`config.mk`:
```
export PLATFORM = sky130hd
export DESIGN_NAME = tcsw_queue
export DESIGN_NICKNAME = d
export VERILOG_FILES = /design/src/design/text_console_scroll_writer_core_defines.svh /design/src/design/tcsw_pkg.sv /design/src/design/tcsw_queue.sv
export SDC_FILE = /design/constraint.sdc
export NUM_CORES = 1
export LEC_CHECK = 0
export BUFFER_PORTS_ARGS = -buffer_cell sky130_fd_sc_hd__buf_2
export CAP_MARGIN = 20
export CORE_MARGIN = 2
export CORE_UTILIZATION = 33
export CTS_CLUSTER_DIAMETER = 30
export DETAILED_ROUTE_END_ITERATION = 12
export PLACE_DENSITY_LB_ADDON = 0.2
export SLEW_MARGIN = 25
export SYNTH_ARGS = -nofsm -noshare
export SYNTH_HDL_FRONTEND = slang
export SYNTH_SLANG_ARGS = --single-unit
```
`constraint.sdc`:
```
create_clock -name clk -period 4.2 [get_ports clk]
set_clock_uncertainty 0.1 [all_clocks]
set_input_delay 0.63 -clock clk [delete_from_list [all_inputs] [get_ports clk]]
set_output_delay 0.63 -clock clk [all_outputs]
set_load 0.02 [all_outputs]
```
`src/design/text_console_scroll_writer_core_defines.svh`:
```
// Assertion macros shared by the text console scroll writer RTL.
`ifndef TEXT_CONSOLE_SCROLL_WRITER_CORE_DEFINES_SVH
`define TEXT_CONSOLE_SCROLL_WRITER_CORE_DEFINES_SVH

`ifndef SYNTHESIS

// ante true at an edge implies cons at the same edge
`define TCSW_ASSERT_IMPLIES(label, ante, cons) \
  label: assert property (@(posedge clk) disable iff (rst) (ante) |-> (cons)) \
    else $error("tcsw: same-cycle check failed");

// ante true at an edge implies cons at the next edge
`define TCSW_ASSERT_NEXT(label, ante, cons) \
  label: assert property (@(posedge clk) disable iff (rst) (ante) |=> (cons)) \
    else $error("tcsw: next-cycle check failed");

`else

`define TCSW_ASSERT_IMPLIES(label, ante, cons)
`define TCSW_ASSERT_NEXT(label, ante, cons)

`endif

`endif

```
`src/design/tcsw_pkg.sv`:
```
// Types and constants for the text console scroll writer.
`timescale 1ns / 1ps

package tcsw_pkg;

  localparam int COLUMNS    = 80;
  localparam int ROWS       = 25;
  localparam int CELL_COUNT = COLUMNS * ROWS;

  localparam int MODE_W = 2;
  localparam int CHAR_W = 8;
  localparam int IDX_W  = 11;
  localparam int CELL_W = 16;
  localparam int OUTP_W = 11;

  localparam int ADDR_W = $clog2(CELL_COUNT);
  localparam int POS_W  = $clog2(CELL_COUNT + 1);
  localparam int COL_W  = (COLUMNS > 1) ? $clog2(COLUMNS) : 1;
  localparam int CH_W   = 7;

  localparam int QDEPTH  = 2;
  localparam int QPTR_W  = $clog2(QDEPTH);
  localparam int QCNT_W  = $clog2(QDEPTH + 1);

  localparam logic [MODE_W-1:0] MODE_PUT   = 2'd0;
  localparam logic [MODE_W-1:0] MODE_CLEAR = 2'd1;
  localparam logic [MODE_W-1:0] MODE_READ  = 2'd2;

  localparam logic [CHAR_W-1:0] NEWLINE_CODE = 8'd10;
  localparam logic [CHAR_W-1:0] CHAR_MASK    = 8'h7F;
  localparam logic [7:0]        ATTR_WHITE   = 8'h0F;
  localparam logic [CELL_W-1:0] BLANK_CELL   = 16'h0F20;

  localparam logic [ADDR_W-1:0] LAST_ADDR = ADDR_W'(CELL_COUNT - 1);
  localparam logic [ADDR_W-1:0] COPY_LEN  = ADDR_W'(CELL_COUNT - COLUMNS);
  localparam logic [COL_W-1:0]  COL_LAST  = COL_W'(COLUMNS - 1);

  typedef enum logic [2:0] {
    OP_PUT_CHAR,
    OP_NEWLINE,
    OP_CLEAR,
    OP_READ,
    OP_NOP
  } op_t;

  typedef struct packed {
    op_t              op;
    logic [CH_W-1:0]  ch;
    logic [ADDR_W-1:0] addr;
  } cmd_t;

  typedef struct packed {
    logic push;
    cmd_t cmd;
  } push_t;

  typedef enum logic [2:0] {
    ST_INIT,
    ST_IDLE,
    ST_READ,
    ST_SCROLL,
    ST_BLANK,
    ST_WRITE,
    ST_CLEAR,
    ST_DONE
  } state_t;

endpackage

```
`src/design/tcsw_queue.sv`:
```
// Short command queue between the front end and the executor.
`timescale 1ns / 1ps

module tcsw_queue (
  input  logic             clk,
  input  logic             rst,
  input  tcsw_pkg::push_t  q_push,
  output logic             q_full,
  input  logic             q_pop,
  output logic             q_valid,
  output tcsw_pkg::cmd_t   q_cmd
);
  import tcsw_pkg::*;

  cmd_t              slots [QDEPTH];
  logic [QPTR_W-1:0] wr_ptr;
  logic [QPTR_W-1:0] rd_ptr;
  logic [QCNT_W-1:0] count;
  logic              do_push;
  logic              do_pop;

  assign q_full  = (count == QCNT_W'(QDEPTH));
  assign q_valid = (count != '0);
  assign q_cmd   = slots[rd_ptr];
  assign do_push = q_push.push && !q_full;
  assign do_pop  = q_pop && q_valid;

  always_ff @(posedge clk) begin
    if (rst) begin
      wr_ptr <= '0;
      rd_ptr <= '0;
      count  <= '0;
    end else begin
      if (do_push) begin
        wr_ptr <= (wr_ptr == QPTR_W'(QDEPTH - 1)) ? '0 : QPTR_W'(wr_ptr + 1'b1);
      end
      if (do_pop) begin
        rd_ptr <= (rd_ptr == QPTR_W'(QDEPTH - 1)) ? '0 : QPTR_W'(rd_ptr + 1'b1);
      end
      if (do_push && !do_pop) begin
        count <= QCNT_W'(count + 1'b1);
      end else if (do_pop && !do_push) begin
        count <= QCNT_W'(count - 1'b1);
      end
    end
  end

  always_ff @(posedge clk) begin
    if (do_push) begin
      slots[wr_ptr] <= q_push.cmd;
    end
  end

endmodule

```
# After elaboration in Yosys (flattened, before gate mapping)
# Memories as Yosys holds them, arrays and structs flattened. A register that Yosys moved wholly into a read port is not among the register bits.
# Index checks and enable logic that the tools add are counted.
classes:
  n_reduce_logical: 9
  eq_ne: 1
  addsub: 4
  n_mux: 8
ops:
  columns: ["op", "count"]
  rows:
  - ["two-way mux 1 bit", 6]
  - ["logical AND 1 bit", 4]
  - ["two-way mux 2 bit", 2]
  - ["nonzero test 2 bit", 2]
  - ["zero test 1 bit", 3]
  - ["adder 1 bit (second input constant)", 2]
  - ["adder 2 x 1 -> 2 bit (second input constant)", 1]
  - ["== test 2 bit (second input constant)", 1]
  - ["subtractor 2 x 1 -> 2 bit (second input constant)", 1]
totals:
  ff_bits: 4
  input_bits: 25
  ramBits: 42
  out_inout_bits: 23
  mem_count: 1
memory_table:
  columns: ["memory", "depth", "width", "read_ports", "rd_ports_with_merged_regs", "write_ports", "line", "rtl"]
  rows:
  - ["slots", 2, 21, 1, 1, 1, "tcsw_queue.sv:15", "cmd_t slots [QDEPTH];"]

# Longest topological paths before layout
# Gate-level depths: netlist (run 1).
logic_depth:
  word_depth: 7
  depth_mapped: 6
  depth_no_buf: 6

# Worst setup path before layout (run 1)
# OpenSTA, ideal clock, no wires.
synth_path:
  kind: "input to register"
  start: "input port q_push[21] (netlist bit)"
  end: "memory slots[0][0] (netlist bit) (enable)"
  arrival_ns: 1.458
  t_required_ns: 3.724
  slack_ns: 2.266
  cell_stages: 3
  path_buffers: 0
  path_cell_list: "inv_1 > or3_1 > inv_1"
synth_between:
  elab_chain_len: 3
synth_lines:
  columns: ["element", "line", "rtl"]
  rows:
  - ["start: declaration", "tcsw_queue.sv:7", "input tcsw_pkg::push_t q_push,"]
  - ["logical AND 1 bit", "tcsw_queue.sv:25", "assign do_push = q_push.push && !q_full;"]
  - ["two-way mux 1 bit", "tcsw_queue.sv:49", "if (do_push) begin"]
  - ["two-way mux 1 bit (implied by the code)", "tcsw_queue.sv:50", "slots[wr_ptr] <= q_push.cmd;"]
  - ["end: declaration", "tcsw_queue.sv:15", null]
# Every way passes these cells.

==> impl_metrics.csv, run 1 <==
group,metric,value,unit
status,status,"complete, no violations",
global_route,grt_use_total,9.83,%
die,std_cell_rows,26,
sta,finalCritPeriodShare,60.9,%
cts,cts_tree,"done",
global_route,grt_pass1_vias,1022,
sta,rsz0062_at_grt,"no",
global_route,grt-ovfl-total,0,
cts,path_clk_slew,0.08,ns
route,first_pass_iters,4,
yosys,synth.avg_cell_area,19.2,um2
layout,drive_gt1_share,54.5,%
worst_setup_path,worstPathMaxFanout,21,
sta,finalHoldViolCount,0,
route,vias,918,
place,dp.cells,205,
yosys,synth_area_leaders,"edfxtp_1, mux2_2, dfxtp_1",
cts,cts_buffer_depth,2,
yosys,synth_top_area_share,73.0,%
yosys,synth_area_leader_cell,"edfxtp_1",
yosys,async_reset_ff_share,0,%
cts,clkSinkCount,47,
worst_setup_path,rrSetupSlack,2.25,ns
die,core,5070,um2
global_route,grt_max_degree,22,
global_route,antenna_found_initial,0,
yosys,synth-seq-cells,47,
cts,clk_latency,0.29,ns
layout,final_util,42.3,%
die,die_y,76.4,um
sta,setup_viol,0,
worst_setup_path,cp-end-kind,"output port",
yosys,syn_inst,90,
power,ir_drop,277,uV
yosys,synthesis.nets,116,
sta,final.setup.tns,0,ns
route,drc,0,
die,start_util,34.0,%
power,pwr_density_cell,605,nW/um2
layout,num_antenna_cells,0,
layout,nets,168,
place,portBuffers,47,
yosys,synth_flop_cell,"edfxtp_1",
cts,cts_setup_buffers,0,
worst_setup_path,arrival,1.83,ns
sta,clock.fmax,391,MHz
route,dr.first_iter.drc_count,57,
die,fp.dieW,76.4,um
global_route,grt_pass1_wl,4.42,mm
job,max-cap-violations,0,
sta,layout_min_cycle_time,2.56,ns
yosys,yosysMostFrequentCell,"edfxtp_1",
yosys,synth_edf_count,42,
cts,ctsHoldBuffers,0,
die,dieArea,5830,um2
sta,relSlewSlack,36.4,%
cts,ctsResizeCount,0,
cts,root_buffer,"clkbuf_8",
cts,ctsHtreeMaxLevel,2,
worst_setup_path,cp.required,3.47,ns
place,dp_hpwl,1.89,mm
yosys,syn-cell-area,1730,um2
layout,area_growth,24.3,%
route,postRouteAntennaNets,0,
sta,drv_slew,0,
power,p_leak,0.809,nW
worst_setup_path,start_kind,"flop",
worst_setup_path,path_class,"flop to output port",
yosys,synth_cell_types,14,
yosys,yosys-top-cells-count,"edfxtp_1, mux2_2, dfxtp_1",
die,io_pins,48,
route,routed_via_density,4.31,
worst_hold_path,min_path_type,"flop to flop",
layout,instances_no_fill,213,
power,p_total,1.30,mW
route,routedWlPerCell,13.2,um
sta,worstMarginPinSlew,0.953,ns
place,globalplace.congestion,0.655,
sta,fin_hold_ws,0.404,ns
yosys,synth_seq_area_share,78.8,%
route,routed_wirelength,2.80,mm
cts,cts_made_buffers,5,
yosys,synth.yosys.warnings,0,
==> state kept, by name, summed over array words and instances (netlist names), named ones only <==
register / cells
slots: 42
count: 2
wr_ptr: 1
rd_ptr: 1
==> path summary, 6_finish.rpt <==
check,cells past startpoint,to,from
worst max register to register,3,slots[0][12]$_DFFE_PP_,count[1]$_SDFFE_PP0P_
worst min-delay path,2,wr_ptr$_SDFFE_PP0N_,wr_ptr$_SDFFE_PP0N_
worst max-delay path,2,q_cmd[2],flop
worst min register to register,2,wr_ptr$_SDFFE_PP0N_,wr_ptr$_SDFFE_PP0N_
==> where the power goes <==
group	switching (mW)	internal, mW
registers	0.0511	0.591
logic	0.205	0.158
clock network	0.140	0.154
total	0.396	0.903
==> kinds of logic after synthesis <==
logic type	count (synthesis)	share of synthesized area, %
DFF	47	78.8
muxes	21	13.7
xor gates and xnor gates	3	1.52
adders and majority gates	1	0.724
AOI/OAI and AO/OA	5	1.45
buffers and inverters	4	1.01
and+or+nand+nor	9	2.82
==> layout make-up <==
type | count | area [um2]
tap | 70 | 87.6
fill | 501 | 2930
timing repair buffer | 47 | 235
sequential | 47 | 1360
clock buffer | 7 | 97.6
inverter | 2 | 7.51
clock inverter | 1 | 7.51
multi-input combinational | 39 | 350
==> stage by stage <==
stage / instance area [um2] / setup WS (ns)
floorplan: 1730 / 2.27
global placement: 2040 / 1.92
detailed placement: 2040 / 1.90
CTS: 2150 / 1.58
global route: 2150 / 1.50
finish: 2150 / 1.64
==> cells in the final DEF (no fill, tap or decap) <==
cell and count:
or2_2 1, xor2_1 3, clkinvlp_4 1, nor2_1 4, dfxtp_1 5, ha_1 1, nor2b_2 1, clkbuf_16 1
edfxtp_1 42, inv_1 2, mux2_2 21, and2_2 1, or3_1 2, o21ai_0 3, a21oi_1 2, clkbuf_1 1
clkbuf_8 5, buf_2 47
==> per-layer routing <==
layer / global-route usage [%] / share of wire (%) / up-vias
met5: 0 / 0 / -
met1: 9.59 / 39 / 447
met3: 4.03 / 5.4 / 4
met2: 18.3 / 55 / 24
li1: - / - / 443
met4: 3.82 / 0.82 / 0
==> worst max-delay path, cell delays in order (launching register included) <==
cell	delay, ns
dfxtp_1	0.96
mux2_2	0.42
buf_2	0.16
Note: power is estimated with default switching activity, not from simulation.
==> run 2: changes to the inputs <==
- clock period: 4.2 -> 2.35 ns (I/O delays scaled with it)
==> impl_metrics.csv, run 2 (same netlist as run 1, synthesis figures left out) <==
group,metric,value,unit
power,ir_drop,387,uV
cts,cts_buffer_depth,2,
route,dr.first_iter.drc_count,23,
power,p_int,1.58,mW
cts,cts_tree,"done",
cts,ctsResizeCount,0,
place,placed_area,2090,um2
cts,path_clk_slew,0.08,ns
layout,drive_gt1_share,54.1,%
worst_setup_path,worstPathMaxFanout,12,
die,fp.dieW,76.4,um
layout,reg.largest.list,"slots (42), count (2)",
worst_setup_path,cp-end-kind,"output port",
power,p_sw_share,31.0,%
sta,layout_min_cycle_time,1.82,ns
layout,final_cell_mix,"buf_2, edfxtp_1, mux2_2, dfxtp_1, clkbuf_8",
sta,final.setup.tns,0,ns
sta,setup_viol,0,
sta,worstMarginPinSlew,0.398,ns
layout,fillCellCount,489,
sta,drv_slew,0,
die,io_pins,48,
route,routedWlPerCell,13.5,um
worst_setup_path,path_class,"flop to output port",
cts,clk_latency,0.29,ns
worst_setup_path,cp.required,1.90,ns
die,std_cell_rows,26,
global_route,antenna_found_initial,0,
cts,clkSinkCount,47,
route,drc,0,
status,status,"complete, no violations",
worst_hold_path,min_path_type,"primary input to flop",
layout,area_growth,25.6,%
power,p_total,2.29,mW
route,routed_via_density,4.33,
sta,finalCritPeriodShare,77.4,%
layout,final_util,42.8,%
power,pwr_density_cell,1050,nW/um2
layout,final_common_cell,"buf_2",
die,core,5070,um2
power,clockPowerShare,19.1,%
sta,finalHoldViolCount,0,
layout,nets,173,
layout,final_cell_area,2170,um2
layout,num_antenna_cells,0,
layout,largest_register,"slots",
sta,rsz0062_at_grt,"no",
global_route,grt_max_degree,14,
power,combPwrFrac,32.8,%
global_route,grt_use_total,10.8,%
route,vias,943,
die,dieArea,5830,um2
cts,cts_made_buffers,5,
layout,largest_reg_flops,42,
worst_setup_path,arrival,1.37,ns
sta,clock.fmax,550,MHz
route,postRouteAntennaNets,0,
global_route,grt_pass1_wl,4.81,mm
power,p_leak,0.829,nW
place,portBuffers,47,
power,power.switching,0.708,mW
cts,ctsHoldBuffers,0,
sta,relSlewSlack,73.5,%
worst_setup_path,start_kind,"flop",
job,max-cap-violations,0,
route,routed_wirelength,2.94,mm
route,first_pass_iters,4,
place,dp_hpwl,2.14,mm
global_route,grt-ovfl-total,0,
power,pwr-share-seq,48.1,%
die,start_util,34.0,%
cts,cts_setup_buffers,0,
cts,ctsHtreeMaxLevel,2,
cts,root_buffer,"clkbuf_8",
place,globalplace.congestion,0.645,
global_route,grt_pass1_vias,1013,
die,die_y,76.4,um
-- run 2: cell count changes in the layout (fill, tap and decap cells not counted), sizes merged --
| cell | delta |
|---|---|
| clkbuf | -1 |
| clkinv | +2 |
| buf | +5 |
| clkinvlp | -1 |
-- run 2: worst paths after layout --
path | startpoint | to | slack (ns) | depth (start not counted)
worst min register to register | wr_ptr$_SDFFE_PP0N_ | wr_ptr$_SDFFE_PP0N_ | 0.40 | 2
worst max-delay path | flop | q_cmd[18] | 0.53 | 3
worst max register to register | count[0]$_SDFFE_PP0P_ | slots[0][7]$_DFFE_PP_ | 0.57 | 4
worst min-delay path | q_push[15] | slots[0][15]$_DFFE_PP_ | 0.15 | 1
-- run 2: cell type report --
| type | instances | area (um2) | area share, % |
|---|---|---|---|
| Sequential cell | 47 | 1360 | 62.7 |
| Multi-Input combinational cell | 39 | 349 | 16.1 |
| Timing Repair Buffer | 52 | 285 | 13.1 |
| Tap cell | 70 | 87.6 | 4.03 |
| Clock buffer | 6 | 72.6 | 3.34 |
| Clock inverter | 2 | 7.51 | 0.346 |
| Inverter | 2 | 7.51 | 0.346 |
-- run 2: power by group through the flow --
stage	sequential [mW]	combinational, mW	clock, mW
2_1_floorplan	1.11	0.511	0
3_3_place_gp	1.11	0.745	0
3_5_place_dp	1.12	0.759	0
4_1_cts	1.10	0.763	0.456
5_1_grt	1.11	0.819	0.500
6_report	1.10	0.750	0.436
-- run 2: worst max-delay path: stages, from the launching register on --
cell	delay, ns
dfxtp_1	0.33
buf_4	0.21
mux2_2	0.36
buf_2	0.16
-- run 2: metrics by stage --
step	worst slack, ns	cells	hold WS, ns
floorplan	0.601	90	0.322
global placement	0.586	210	0.379
detailed placement	0.558	210	0.395
CTS	0.503	218	0.134
global route	0.453	218	0.124
finish	0.531	218	0.147
-- run 2: routing by layer --
| layer | wire length [um] | GRT usage [%] |
|---|---|---|
| met5 | 0 | 0 |
| met4 | 11 | 3.82 |
| met3 | 154 | 4.15 |
| met2 | 1660 | 19.8 |
| met1 | 1110 | 11.3 |
