$ cat config.mk
export PLATFORM = sky130hd
export DESIGN_NAME = tcsw_front
export DESIGN_NICKNAME = d
export VERILOG_FILES = /design/src/design/text_console_scroll_writer_core_defines.svh /design/src/design/tcsw_pkg.sv /design/src/design/tcsw_front.sv
export SDC_FILE = /design/constraint.sdc
export NUM_CORES = 1
export LEC_CHECK = 0
export BUFFER_PORTS_ARGS = -buffer_cell sky130_fd_sc_hd__buf_2
export CAP_MARGIN = 20
export CORE_AREA = 2 2 39 41
export DETAILED_ROUTE_END_ITERATION = 6
export DIE_AREA = 0 0 41 43
export GPL_ROUTABILITY_DRIVEN = 0
export PLACE_DENSITY_LB_ADDON = 0.1
export RECOVER_POWER = 100
export SLEW_MARGIN = 20
export SYNTH_ARGS = -nofsm -noshare
export SYNTH_HDL_FRONTEND = slang
export SYNTH_SLANG_ARGS = --single-unit
export TNS_END_PERCENT = 20
$ cat constraint.sdc
create_clock -name vclk -period 1
set_clock_uncertainty 0.15 [all_clocks]
set_input_delay 0.2 -clock vclk [all_inputs]
set_output_delay 0.2 -clock vclk [all_outputs]
set_load 0.02 [all_outputs]
$ cat src/design/text_console_scroll_writer_core_defines.svh
// Assertion macros shared by the text console scroll writer RTL.
`ifndef TEXT_CONSOLE_SCROLL_WRITER_CORE_DEFINES_SVH
`define TEXT_CONSOLE_SCROLL_WRITER_CORE_DEFINES_SVH

`ifndef SYNTHESIS

// ante true at an edge implies cons at the same edge
`define TCSW_ASSERT_IMPLIES(label, ante, cons) \
  label: assert property (@(posedge clk) disable iff (rst) (ante) |-> (cons)) \
    else $error("tcsw: same-cycle check failed");

// ante true at an edge implies cons at the next edge
`define TCSW_ASSERT_NEXT(label, ante, cons) \
  label: assert property (@(posedge clk) disable iff (rst) (ante) |=> (cons)) \
    else $error("tcsw: next-cycle check failed");

`else

`define TCSW_ASSERT_IMPLIES(label, ante, cons)
`define TCSW_ASSERT_NEXT(label, ante, cons)

`endif

`endif

$ cat src/design/tcsw_pkg.sv
// Types and constants for the text console scroll writer.
`timescale 1ns / 1ps

package tcsw_pkg;

  localparam int COLUMNS    = 80;
  localparam int ROWS       = 25;
  localparam int CELL_COUNT = COLUMNS * ROWS;

  localparam int MODE_W = 2;
  localparam int CHAR_W = 8;
  localparam int IDX_W  = 11;
  localparam int CELL_W = 16;
  localparam int OUTP_W = 11;

  localparam int ADDR_W = $clog2(CELL_COUNT);
  localparam int POS_W  = $clog2(CELL_COUNT + 1);
  localparam int COL_W  = (COLUMNS > 1) ? $clog2(COLUMNS) : 1;
  localparam int CH_W   = 7;

  localparam int QDEPTH  = 2;
  localparam int QPTR_W  = $clog2(QDEPTH);
  localparam int QCNT_W  = $clog2(QDEPTH + 1);

  localparam logic [MODE_W-1:0] MODE_PUT   = 2'd0;
  localparam logic [MODE_W-1:0] MODE_CLEAR = 2'd1;
  localparam logic [MODE_W-1:0] MODE_READ  = 2'd2;

  localparam logic [CHAR_W-1:0] NEWLINE_CODE = 8'd10;
  localparam logic [CHAR_W-1:0] CHAR_MASK    = 8'h7F;
  localparam logic [7:0]        ATTR_WHITE   = 8'h0F;
  localparam logic [CELL_W-1:0] BLANK_CELL   = 16'h0F20;

  localparam logic [ADDR_W-1:0] LAST_ADDR = ADDR_W'(CELL_COUNT - 1);
  localparam logic [ADDR_W-1:0] COPY_LEN  = ADDR_W'(CELL_COUNT - COLUMNS);
  localparam logic [COL_W-1:0]  COL_LAST  = COL_W'(COLUMNS - 1);

  typedef enum logic [2:0] {
    OP_PUT_CHAR,
    OP_NEWLINE,
    OP_CLEAR,
    OP_READ,
    OP_NOP
  } op_t;

  typedef struct packed {
    op_t              op;
    logic [CH_W-1:0]  ch;
    logic [ADDR_W-1:0] addr;
  } cmd_t;

  typedef struct packed {
    logic push;
    cmd_t cmd;
  } push_t;

  typedef enum logic [2:0] {
    ST_INIT,
    ST_IDLE,
    ST_READ,
    ST_SCROLL,
    ST_BLANK,
    ST_WRITE,
    ST_CLEAR,
    ST_DONE
  } state_t;

endpackage

$ cat src/design/tcsw_front.sv
// Front end: takes input transactions and classifies them into commands.
`timescale 1ns / 1ps

module tcsw_front (
  input  logic                          cmd_valid,
  output logic                          cmd_stall,
  input  logic [tcsw_pkg::MODE_W-1:0]   mode,
  input  logic [tcsw_pkg::CHAR_W-1:0]   character,
  input  logic [tcsw_pkg::IDX_W-1:0]    cell_index,
  input  logic                          q_full,
  output tcsw_pkg::push_t               q_push
);
  import tcsw_pkg::*;

  cmd_t cmd;

  always_comb begin
    cmd.ch   = CH_W'(character & CHAR_MASK);
    cmd.addr = ADDR_W'(cell_index);
    unique case (mode)
      MODE_PUT: begin
        cmd.op = (character == NEWLINE_CODE) ? OP_NEWLINE : OP_PUT_CHAR;
      end
      MODE_CLEAR: begin
        cmd.op = OP_CLEAR;
      end
      MODE_READ: begin
        cmd.op = (cell_index < IDX_W'(CELL_COUNT)) ? OP_READ : OP_NOP;
      end
      default: begin
        cmd.op = OP_NOP;
      end
    endcase
  end

  assign cmd_stall   = q_full;
  assign q_push.push = cmd_valid && !q_full;
  assign q_push.cmd  = cmd;

endmodule

After elaboration in Yosys (flattened, before gate mapping)
Cells that the tools add are included.
{"block": "classes", "mux": 3, "reduce_logical": 3, "magnitude_cmp": 1, "eq_ne": 3}
{"cell": "11-bit < comparator (second input constant)", "count": 1}
{"cell": "3-bit case mux with 3 select lines", "count": 1}
{"cell": "8-bit by 4-bit equality test with 1-bit output (second input constant)", "count": 1}
{"cell": "3-bit two-way mux", "count": 1}
{"cell": "2-bit by 1-bit equality test with 1-bit output (second input constant)", "count": 1}
{"cell": "2-bit equality test (second input constant)", "count": 1}
{"cell": "2-bit zero test", "count": 1}
{"cell": "1-bit logical AND", "count": 1}
{"cell": "1-bit zero test", "count": 1}
{"cell": "1-bit two-way mux", "count": 1}
{"block": "totals", "wordCells": 10, "ff_bits": 0, "in_bits": 23, "out_inout_bits": 23}

Depth between registers and ports, before layout
Gate-level depths: netlist of the first run.
{"block": "depth", "depth_word": 3, "depth_mapped": 3, "depth_no_buf": 3}

Least setup slack after synthesis of the first run
OpenSTA, ideal clock, no wires.
{"block": "synth_timing", "path_type": "input port to output port", "start": "in character[5] (netlist name)", "end": "out q_push[18] (netlist name)", "path_buffers": 0, "stages": 3, "arrival_time_ns": 0.899, "required_time_ns": 0.650, "slack_ns": -0.249, "path_cell_list": "nor4_2 nand2_1 o31ai_2"}
{"element": "from (decl)", "line_no": "tcsw_front.sv:8", "text": "input logic [tcsw_pkg::CHAR_W-1:0] character,"}
{"element": "to (decl)", "line_no": "tcsw_front.sv:11", "text": "output tcsw_pkg::push_t q_push"}

==> run metrics, run 1 <==
pwr dens=503 nW/um^2; Final nets=79; Max Fclk=0.739 GHz; max-slew violations=0; WP data required=650 ps; detail-routed via count per cell=3.81; gr usage total=5.89%; FP Rows=14; Startpoint Class=input port; initial antenna violation count=0; Post-Synthesis Cells=31; worst-path maximum fanout=2; input/output buffers=38; Post-Synth Adder-Cell Area=0%; sequential share of the synthesized area=0%; CP Cell Sequence=buf_6, nor4_4, nand2_1, o31ai_4, buf_6; Detail Route Antenna Nets=0; drt total wl=677 um; Top delay family on crit path=simple AND/OR/NAND/NOR gates; Die ar.=1760 um^2; Post-Syn Area=229 um^2; Worst Setup End Kind=primary output; simple-gate portion of the synthesized area=20.8%; combinational family with the most area after synthesis=buffers and inverters; setup bufs post-CTS=0; number of synthesis warnings=0; Final Cycle Share=135%; Post-Syn Nets=54; CP max stage cell=nor4_4; chip height=43 um; die width=41 um; Power Total=198 uW; Buf/Inv on CP=2; met2 GRT Util=11.3%; crit path kind=in2out; Setup Viol. Count Final=3; Area growth, synth to finish=72.1%; final worst slack=-353 ps; post-layout util=28.5%; register area=0 um^2; post-synth top area cell=buf_4; Max IR drop VDD=0.137 mV; Max Cap Viol=0; drt first pass iters=1; Starting Density=16.5%; IO Count=46; RSZ-0062 raised after global routing=yes; XOR/XNOR Fraction of Synth Area=0%; busiest grt layer=met2; most frequent CP cell=buf_6; seq_cells=0; compound-cell area share of the yosys netlist=15.3%; via count=267; DR iter-0 viols=0; Remaining DRCs=0; Syn Area/Cell=7.39 um^2; outcome=complete, but fails checks; Synth cell types=11; clk_buf instances=0; share of layout cells above drive strength 1=61.1%; top cell type's share of synthesized area=62.3%; Antenna diodes=0; critical path's largest stage delay=240 ps; hold buffers post-CTS=0; core area=1380 um^2; GRT overflow=0; mux cell area share after synthesis=0%; number of global-route vias before repair=192; wire per inst=9.67 um; Hold Crit Class=in2out; Tmin final=1350 ps; Slew HR=83.2%; first-pass GRT wire length=800 um; Pleak=0.182 nW; DP Worst Slack=-432 ps; met1 global-route usage=6.01%; worst hold slack=250 ps; crit path DAT=1000 ps; Tightest Pin Transition=253 ps; final setup TNS=-780 ps; Synth area leaders=buf_4, o21ai_0, and4bb_2, nor4_2, o31ai_2; largest net degree at the start of global routing=4; violated checks=negative setup slack; met3 usage=2.09%; Final Hold Fails=0
[Yosys cell counts]
| cell | instances |
|---|---|
| and2_1 | 1 |
| nand4_1 | 1 |
| inv_1 | 1 |
| nor4_2 | 1 |
| nor2b_1 | 1 |
| o211ai_1 | 1 |
| o21ai_0 | 3 |
| and4bb_2 | 1 |
| nand2_1 | 1 |
| o31ai_2 | 1 |
| buf_4 | 19 |
[area by class of cell]
cell class | count | area [um^2]
multi-input cells | 11 | 104
well taps | 16 | 20.0
inverters | 1 | 3.75
fillers | 165 | 990
repair buffers | 42 | 267
[cell usage in the layout (no fill, tap or decap)]
cell type,netlist,layout
buf_2,0,16
clkbuf_1,0,13
buf_6,0,8
buf_4,19,3
o21ai_1,0,2
nand4_1,1,1
o21ai_2,0,1
inv_1,1,1
and2_1,1,1
o211ai_1,1,1
nor4_4,0,1
and4bb_2,1,1
nand2_1,1,1
o31ai_4,0,1
nor2b_1,1,1
clkbuf_2,0,1
buf_12,0,1
[per-layer routing]
layer  wire [um]  vias to the layer above
met3          90                        0
met1         173                      115
met2         413                       19
met5           0                        -
met4           0                        0
li1            -                      133
[power breakdown]
group	total (mW)	internal (mW)	switching (mW)
Clock	0	0	0
Sequential	0	0	0
Combinational	0.198	0.0932	0.105
[through the flow]
step	std cells	area, um^2
global route	70	394
floorplan	31	238
CTS	70	375
detailed placement	70	348
finish	70	394
global placement	70	348
[repair_timing]
action	4_1_cts	5_1_grt
pin swaps	1	4
resized for setup	6	8
gates cloned	0	0
setup endpoints to repair	3	3
[path summary, 6_finish.rpt]
path / end / cells after the start / startpoint
worst max-delay path: q_push[18] / 5 / character[5]
worst min-delay path: q_push[1] / 0 / cell_index[1]
[logic make-up (layout without fill, tap and decap cells)]
group / Yosys count / in the layout
AND/OR/NAND/NOR: 6 / 6
buffers and inverters: 20 / 43
AO/OA/AOI/OAI: 5 / 5
Note: power is estimated with default switching activity, not from simulation.
==> run 2: changes to the inputs <==
--- a/config.mk
+++ b/config.mk
@@ -5,6 +5,7 @@
 export SDC_FILE = /design/constraint.sdc
 export NUM_CORES = 1
 export LEC_CHECK = 0
+export ABC_AREA = 1
 export BUFFER_PORTS_ARGS = -buffer_cell sky130_fd_sc_hd__buf_2
 export CAP_MARGIN = 20
 export CORE_AREA = 2 2 39 41
==> run 2 against run 1 <==
The run still ends with negative setup slack left; hold slack about the same; cell count up 17%; cell area down 9.2%; combinational power down 9%; utilization down 2.6 points; power down 9.1%; setup slack better by 190 ps; first-iteration DRC count unchanged; global-route usage up 0.20 points; largest cell class unchanged.
==> run metrics, run 2 <==
commonest non-fill, non-tap cells in the layout=buf_2, clkbuf_1, nand2_1, nor2_2; Final nets=91 (+15%); critical path's largest stage delay=200 ps (-40 ps); core area=1380 um^2 (unchanged); post-layout util=25.9% (-2.6 points); pwr dens=503 nW/um^2 (+0.13%); IO Count=46 (unchanged); WP data required=650 ps (about the same); Worst Setup End Kind=primary output; Final Cycle Share=116% (-19 points); post-synth top area cell=buf_4; register area=0 um^2 (unchanged); chip height=43 um (unchanged); crit path kind=in2out; Hold Crit Class=in2out; Fillers=178 (+7.9%); FP Rows=14 (unchanged); Post-synth top cells=buf_4, nand2_1, nor2_1, inv_1; GRT overflow=0 (unchanged); Detail Route Antenna Nets=0 (unchanged); Max Cap Viol=0 (unchanged); Antenna diodes=0 (unchanged); footprint of the multi-input gates=114 um^2 (+9.6%); drt first pass iters=1 (unchanged); clk_buf instances=0 (unchanged); Post-Place Cells=82 (+17%); outcome=complete, but fails checks; die width=41 um (unchanged); most frequent CP cell=buf_6; violated checks=negative setup slack; Synth area leaders=buf_4, nand2_1, nor2_1, inv_1, or2_0; detail-routed via count per cell=3.56 (-6.6%); most common cell in the netlist=buf_4; Tightest Pin Transition=250 ps (-3.00 ps); Pleak=0.193 nW (+6.3%); Max Fclk=0.859 GHz (+16%); worst-path maximum fanout=2 (unchanged); top cell type's share of synthesized area=58.2% (-4.1 points); CP max stage cell=or2_0; Slew HR=83.4% (+0.20 points); crit path DAT=810 ps (-190 ps); DP HPWL=475 um; largest net degree at the start of global routing=4 (unchanged); max-slew violations=0 (unchanged); sequential share of the synthesized area=0% (unchanged); drt total wl=526 um (-22%); hold buffers post-CTS=0 (unchanged); seq_cells=0 (unchanged); Area growth, synth to finish=45.9%; Max IR drop VDD=0.121 mV (-12%); most common cell after layout, fill and taps aside=buf_2; Die ar.=1760 um^2 (unchanged); CP Cell Sequence=buf_6, or2_0, nor2_1, nand2_1, nand2_2, buf_6; initial antenna violation count=0 (unchanged); Setup Viol. Count Final=3 (unchanged); Remaining DRCs=0 (unchanged); Tmin final=1160 ps (-190 ps); via count=292 (+9.4%); number of global-route vias before repair=233 (+21%); DR iter-0 viols=0 (unchanged); Post-Syn Area=245 um^2 (+7.1%); final worst slack=-164 ps (+190 ps); Startpoint Class=input port; number of synthesis warnings=0 (unchanged); Post-Synthesis Cells=45 (+45%); gr usage total=6.09% (+0.20 points); Final Hold Fails=0 (unchanged); Post-Syn Nets=68 (+26%); wire per inst=6.41 um (-34%); Non-Filler Instances=82 (+17%); Synth cell types=7 (-4); Syn Area/Cell=5.45 um^2 (-26%); first-pass GRT wire length=807 um (+0.88%); input/output buffers=38 (unchanged); share of layout cells above drive strength 1=53.0% (-8.1 points); RSZ-0062 raised after global routing=yes; Starting Density=17.7% (+1.2 points)
run 2: changes by cell type after synthesis, sizes merged, moves of 2 or more:
| cell | change |
|---|---|
| inv | +2 |
| nand2 | +11 |
| o21ai | -3 |
| nor2 | +8 |
run 2: kinds of logic (layout without fill, tap and decap cells):
family,after synthesis,after routing,synth area share (%)
buffers and inverters,22,43,62.8
AND/OR/NAND/NOR,23,23,37.2
run 2: power by group:
group          internal (mW)  switching [mW]  total [mW]
Combinational         0.0751           0.105       0.180
Sequential                 0               0           0
Clock                      0               0           0
Total                 0.0751           0.105       0.180
run 2: through the flow:
| stage | cell area, um^2 | power (mW) | setup slack [ps] | hold slack, ps | setup TNS [ps] |
|---|---|---|---|---|---|
| 2_1_floorplan | 248 | 0.146 | -0.694 | 330 | -0.694 |
| 5_1_grt | 358 | 0.200 | -212 | 250 | -574 |
| 3_3_place_gp | 330 | 0.167 | -221 | 250 | -537 |
| 6_report | 358 | 0.180 | -164 | 250 | -368 |
| 3_5_place_dp | 330 | 0.167 | -222 | 250 | -544 |
| 4_1_cts | 362 | 0.183 | -191 | 250 | -453 |
run 2: metal layers:
metal / vias up / part of all wire [%] / track usage [%] / wire [um]
met2: 25 / 43 / 10.3 / 227
met5: - / 0 / 0 / 0
met1: 109 / 39 / 7.91 / 203
met4: 0 / 0 / 0 / 0
met3: 0 / 18 / 1.57 / 95
li1: 158 / - / - / -
run 2: worst paths after layout:
path	start	slack (ps)	depth (start not counted)	to
worst max-delay path	character[2]	-160	6	q_push[18]
worst min-delay path	cell_index[0]	250	0	q_push[0]
run 2: worst max-delay path, delay by kind of cell:
family	cells	cell delay [ps]
buffers and inverters	2	200
and+or+nand+nor	4	410
run 2: area by class of cell:
cell class,count,area share [%]
Inverter,3,3.15
Multi-Input combinational cell,23,31.8
Timing Repair Buffer,40,59.4
Tap cell,16,5.59
run 2: repair_timing:
item	4_1_cts	5_1_grt
pin swaps	3	2
resized for setup	10	5
buffers inserted	0	0
endpoints found under the setup margin	3	3
==> run 3: changes to the inputs <==
==> constraint.sdc (replaced) <==
create_clock -name vclk -period 1.3
set_clock_uncertainty 0.15 [all_clocks]
set_input_delay 0.26 -clock vclk [all_inputs]
set_output_delay 0.26 -clock vclk [all_outputs]
set_load 0.02 [all_outputs]
==> run 3 against run 2 <==
The flow still finishes with violations (negative setup slack); utilization shrank 2.9 points; via count unchanged; cell count decreased by 2.4%; hold slack better by 120 ps; critical path depth is the same; flip-flop and latch count stayed put; largest cell class unchanged.
==> run metrics, run 3 (synthesized netlist as in run 2, its figures left out) <==
share of layout cells above drive strength 1=42.2% (-11 points); RSZ-0062 raised after global routing=yes; wire per inst=7.04 um (+9.7%); detail-routed via count per cell=3.65 (+2.5%); input/output buffers=38 (unchanged); GRT overflow=0 (unchanged); register area=0 um^2 (unchanged); violated checks=negative setup slack; Final Hold Fails=0 (unchanged); hold buffers post-CTS=0 (unchanged); Tmin final=1310 ps; P_int=48.6 uW (-35%); Max IR drop VDD=0.0896 mV (-26%); die width=41 um (unchanged); Setup Viol. Count Final=1 (-2); Final nets=89 (-2.2%); commonest non-fill, non-tap cells in the layout=buf_2, clkbuf_1, nand2_1, nor2_1; Clk pwr share=0% (unchanged); Pleak=0.181 nW (-6.2%); Area growth, synth to finish=29.6%; number of global-route vias before repair=220 (-5.6%); Remaining DRCs=0 (unchanged); uppermost layer routed=met3; DR WL met2=264 um (+16%); core area=1380 um^2 (unchanged); Max Cap Viol=0 (unchanged); first-pass GRT wire length=834 um (+3.3%); Tightest Pin Transition=255 ps (+4.97 ps); Startpoint Class=input port; Max Fclk=0.766 GHz; Area after DPL=313 um^2 (-5.3%); final setup TNS=-5.06 ps (+363 ps); Detail Route Antenna Nets=0 (unchanged); DR iter-0 viols=1 (+1); via count=292 (unchanged); FP Rows=14 (unchanged); IO Count=46 (unchanged); Slew HR=83.1% (-0.33 points); crit path DAT=900 ps (+90 ps); post-layout util=23.0% (-2.9 points); Hold Crit Class=in2out; WP data required=890 ps (+240 ps); Logic pwr share=100.0% (about the same); Die ar.=1760 um^2 (unchanged); Met1 Routed Length=224 um (+10%); drt total wl=563 um (+7.0%); final worst slack=-5.06 ps (+159 ps); Seq pwr share=0% (unchanged); largest net degree at the start of global routing=5 (+1); drt first pass iters=3 (+2); pwr dens=395 nW/um^2 (-21%); max-slew violations=0 (unchanged); DP HPWL=498 um (+4.8%); most common cell after layout, fill and taps aside=buf_2; net load switching power=77.0 uW (-27%); seq_cells=0 (unchanged); outcome=complete, but fails checks; Final Cycle Share=100%; sw frac=61.3% (+3.0 points); final instance area=318 um^2 (-11%); worst-path maximum fanout=2 (unchanged); Fillers=179 (+0.56%); Antenna diodes=0 (unchanged); Starting Density=17.7% (unchanged); Worst Setup End Kind=primary output; gr usage total=6.09% (unchanged); chip height=43 um (unchanged); WL met3=74 um (-22%); crit path kind=in2out; Power Total=126 uW (-30%); initial antenna violation count=0 (unchanged); clk_buf instances=0 (unchanged)
run 3: repair_timing:
| action | in CTS | in global routing |
|---|---|---|
| gates resized for setup | 3 | 5 |
| setup buffers | 0 | 0 |
| setup endpoints to repair | 1 | 3 |
| pin swaps | 2 | 1 |
| cloned | 0 | 0 |
run 3: worst max-delay path, cell delays in order:
cell	delay (ps)
buf_6	90
or2_1	220
nor2_1	90
nand2_1	50
nand2_1	70
buf_6	110
run 3: layout make-up:
| class | instances | area, um^2 | area share, % |
|---|---|---|---|
| Multi-Input combinational cell | 23 | 98.8 | 31.1 |
| Tap cell | 16 | 20.0 | 6.30 |
| Inverter | 3 | 11.3 | 3.54 |
| Timing Repair Buffer | 38 | 188 | 59.1 |
run 3: final timing paths:
kind | from | end | slack, ps | depth (start not counted)
worst max-delay path | character[2] | q_push[18] | -5 | 6
worst min-delay path | cell_index[2] | q_push[2] | 370 | 0
run 3: through the flow:
step	hold WS, ps	setup slack [ps]	instances
finish	370	-5.06	80
global route	370	-98.0	80
CTS	370	-7.73	80
detailed placement	370	-51.1	80
global placement	370	-47.5	80
floorplan	450	136	45
run 3: layer usage:
layer / GRT usage [%] / vias to the layer above
li1: - / 155
met2: 9.38 / 21
met3: 1.05 / 0
met5: 0 / -
met1: 9.18 / 116
met4: 0 / 0
run 3: power by group through the flow:
stage | clock (mW) | combinational [mW] | sequential (mW)
floorplan | 0 | 0.112 | 0
global placement | 0 | 0.124 | 0
detailed placement | 0 | 0.124 | 0
CTS | 0 | 0.128 | 0
global route | 0 | 0.140 | 0
finish | 0 | 0.126 | 0
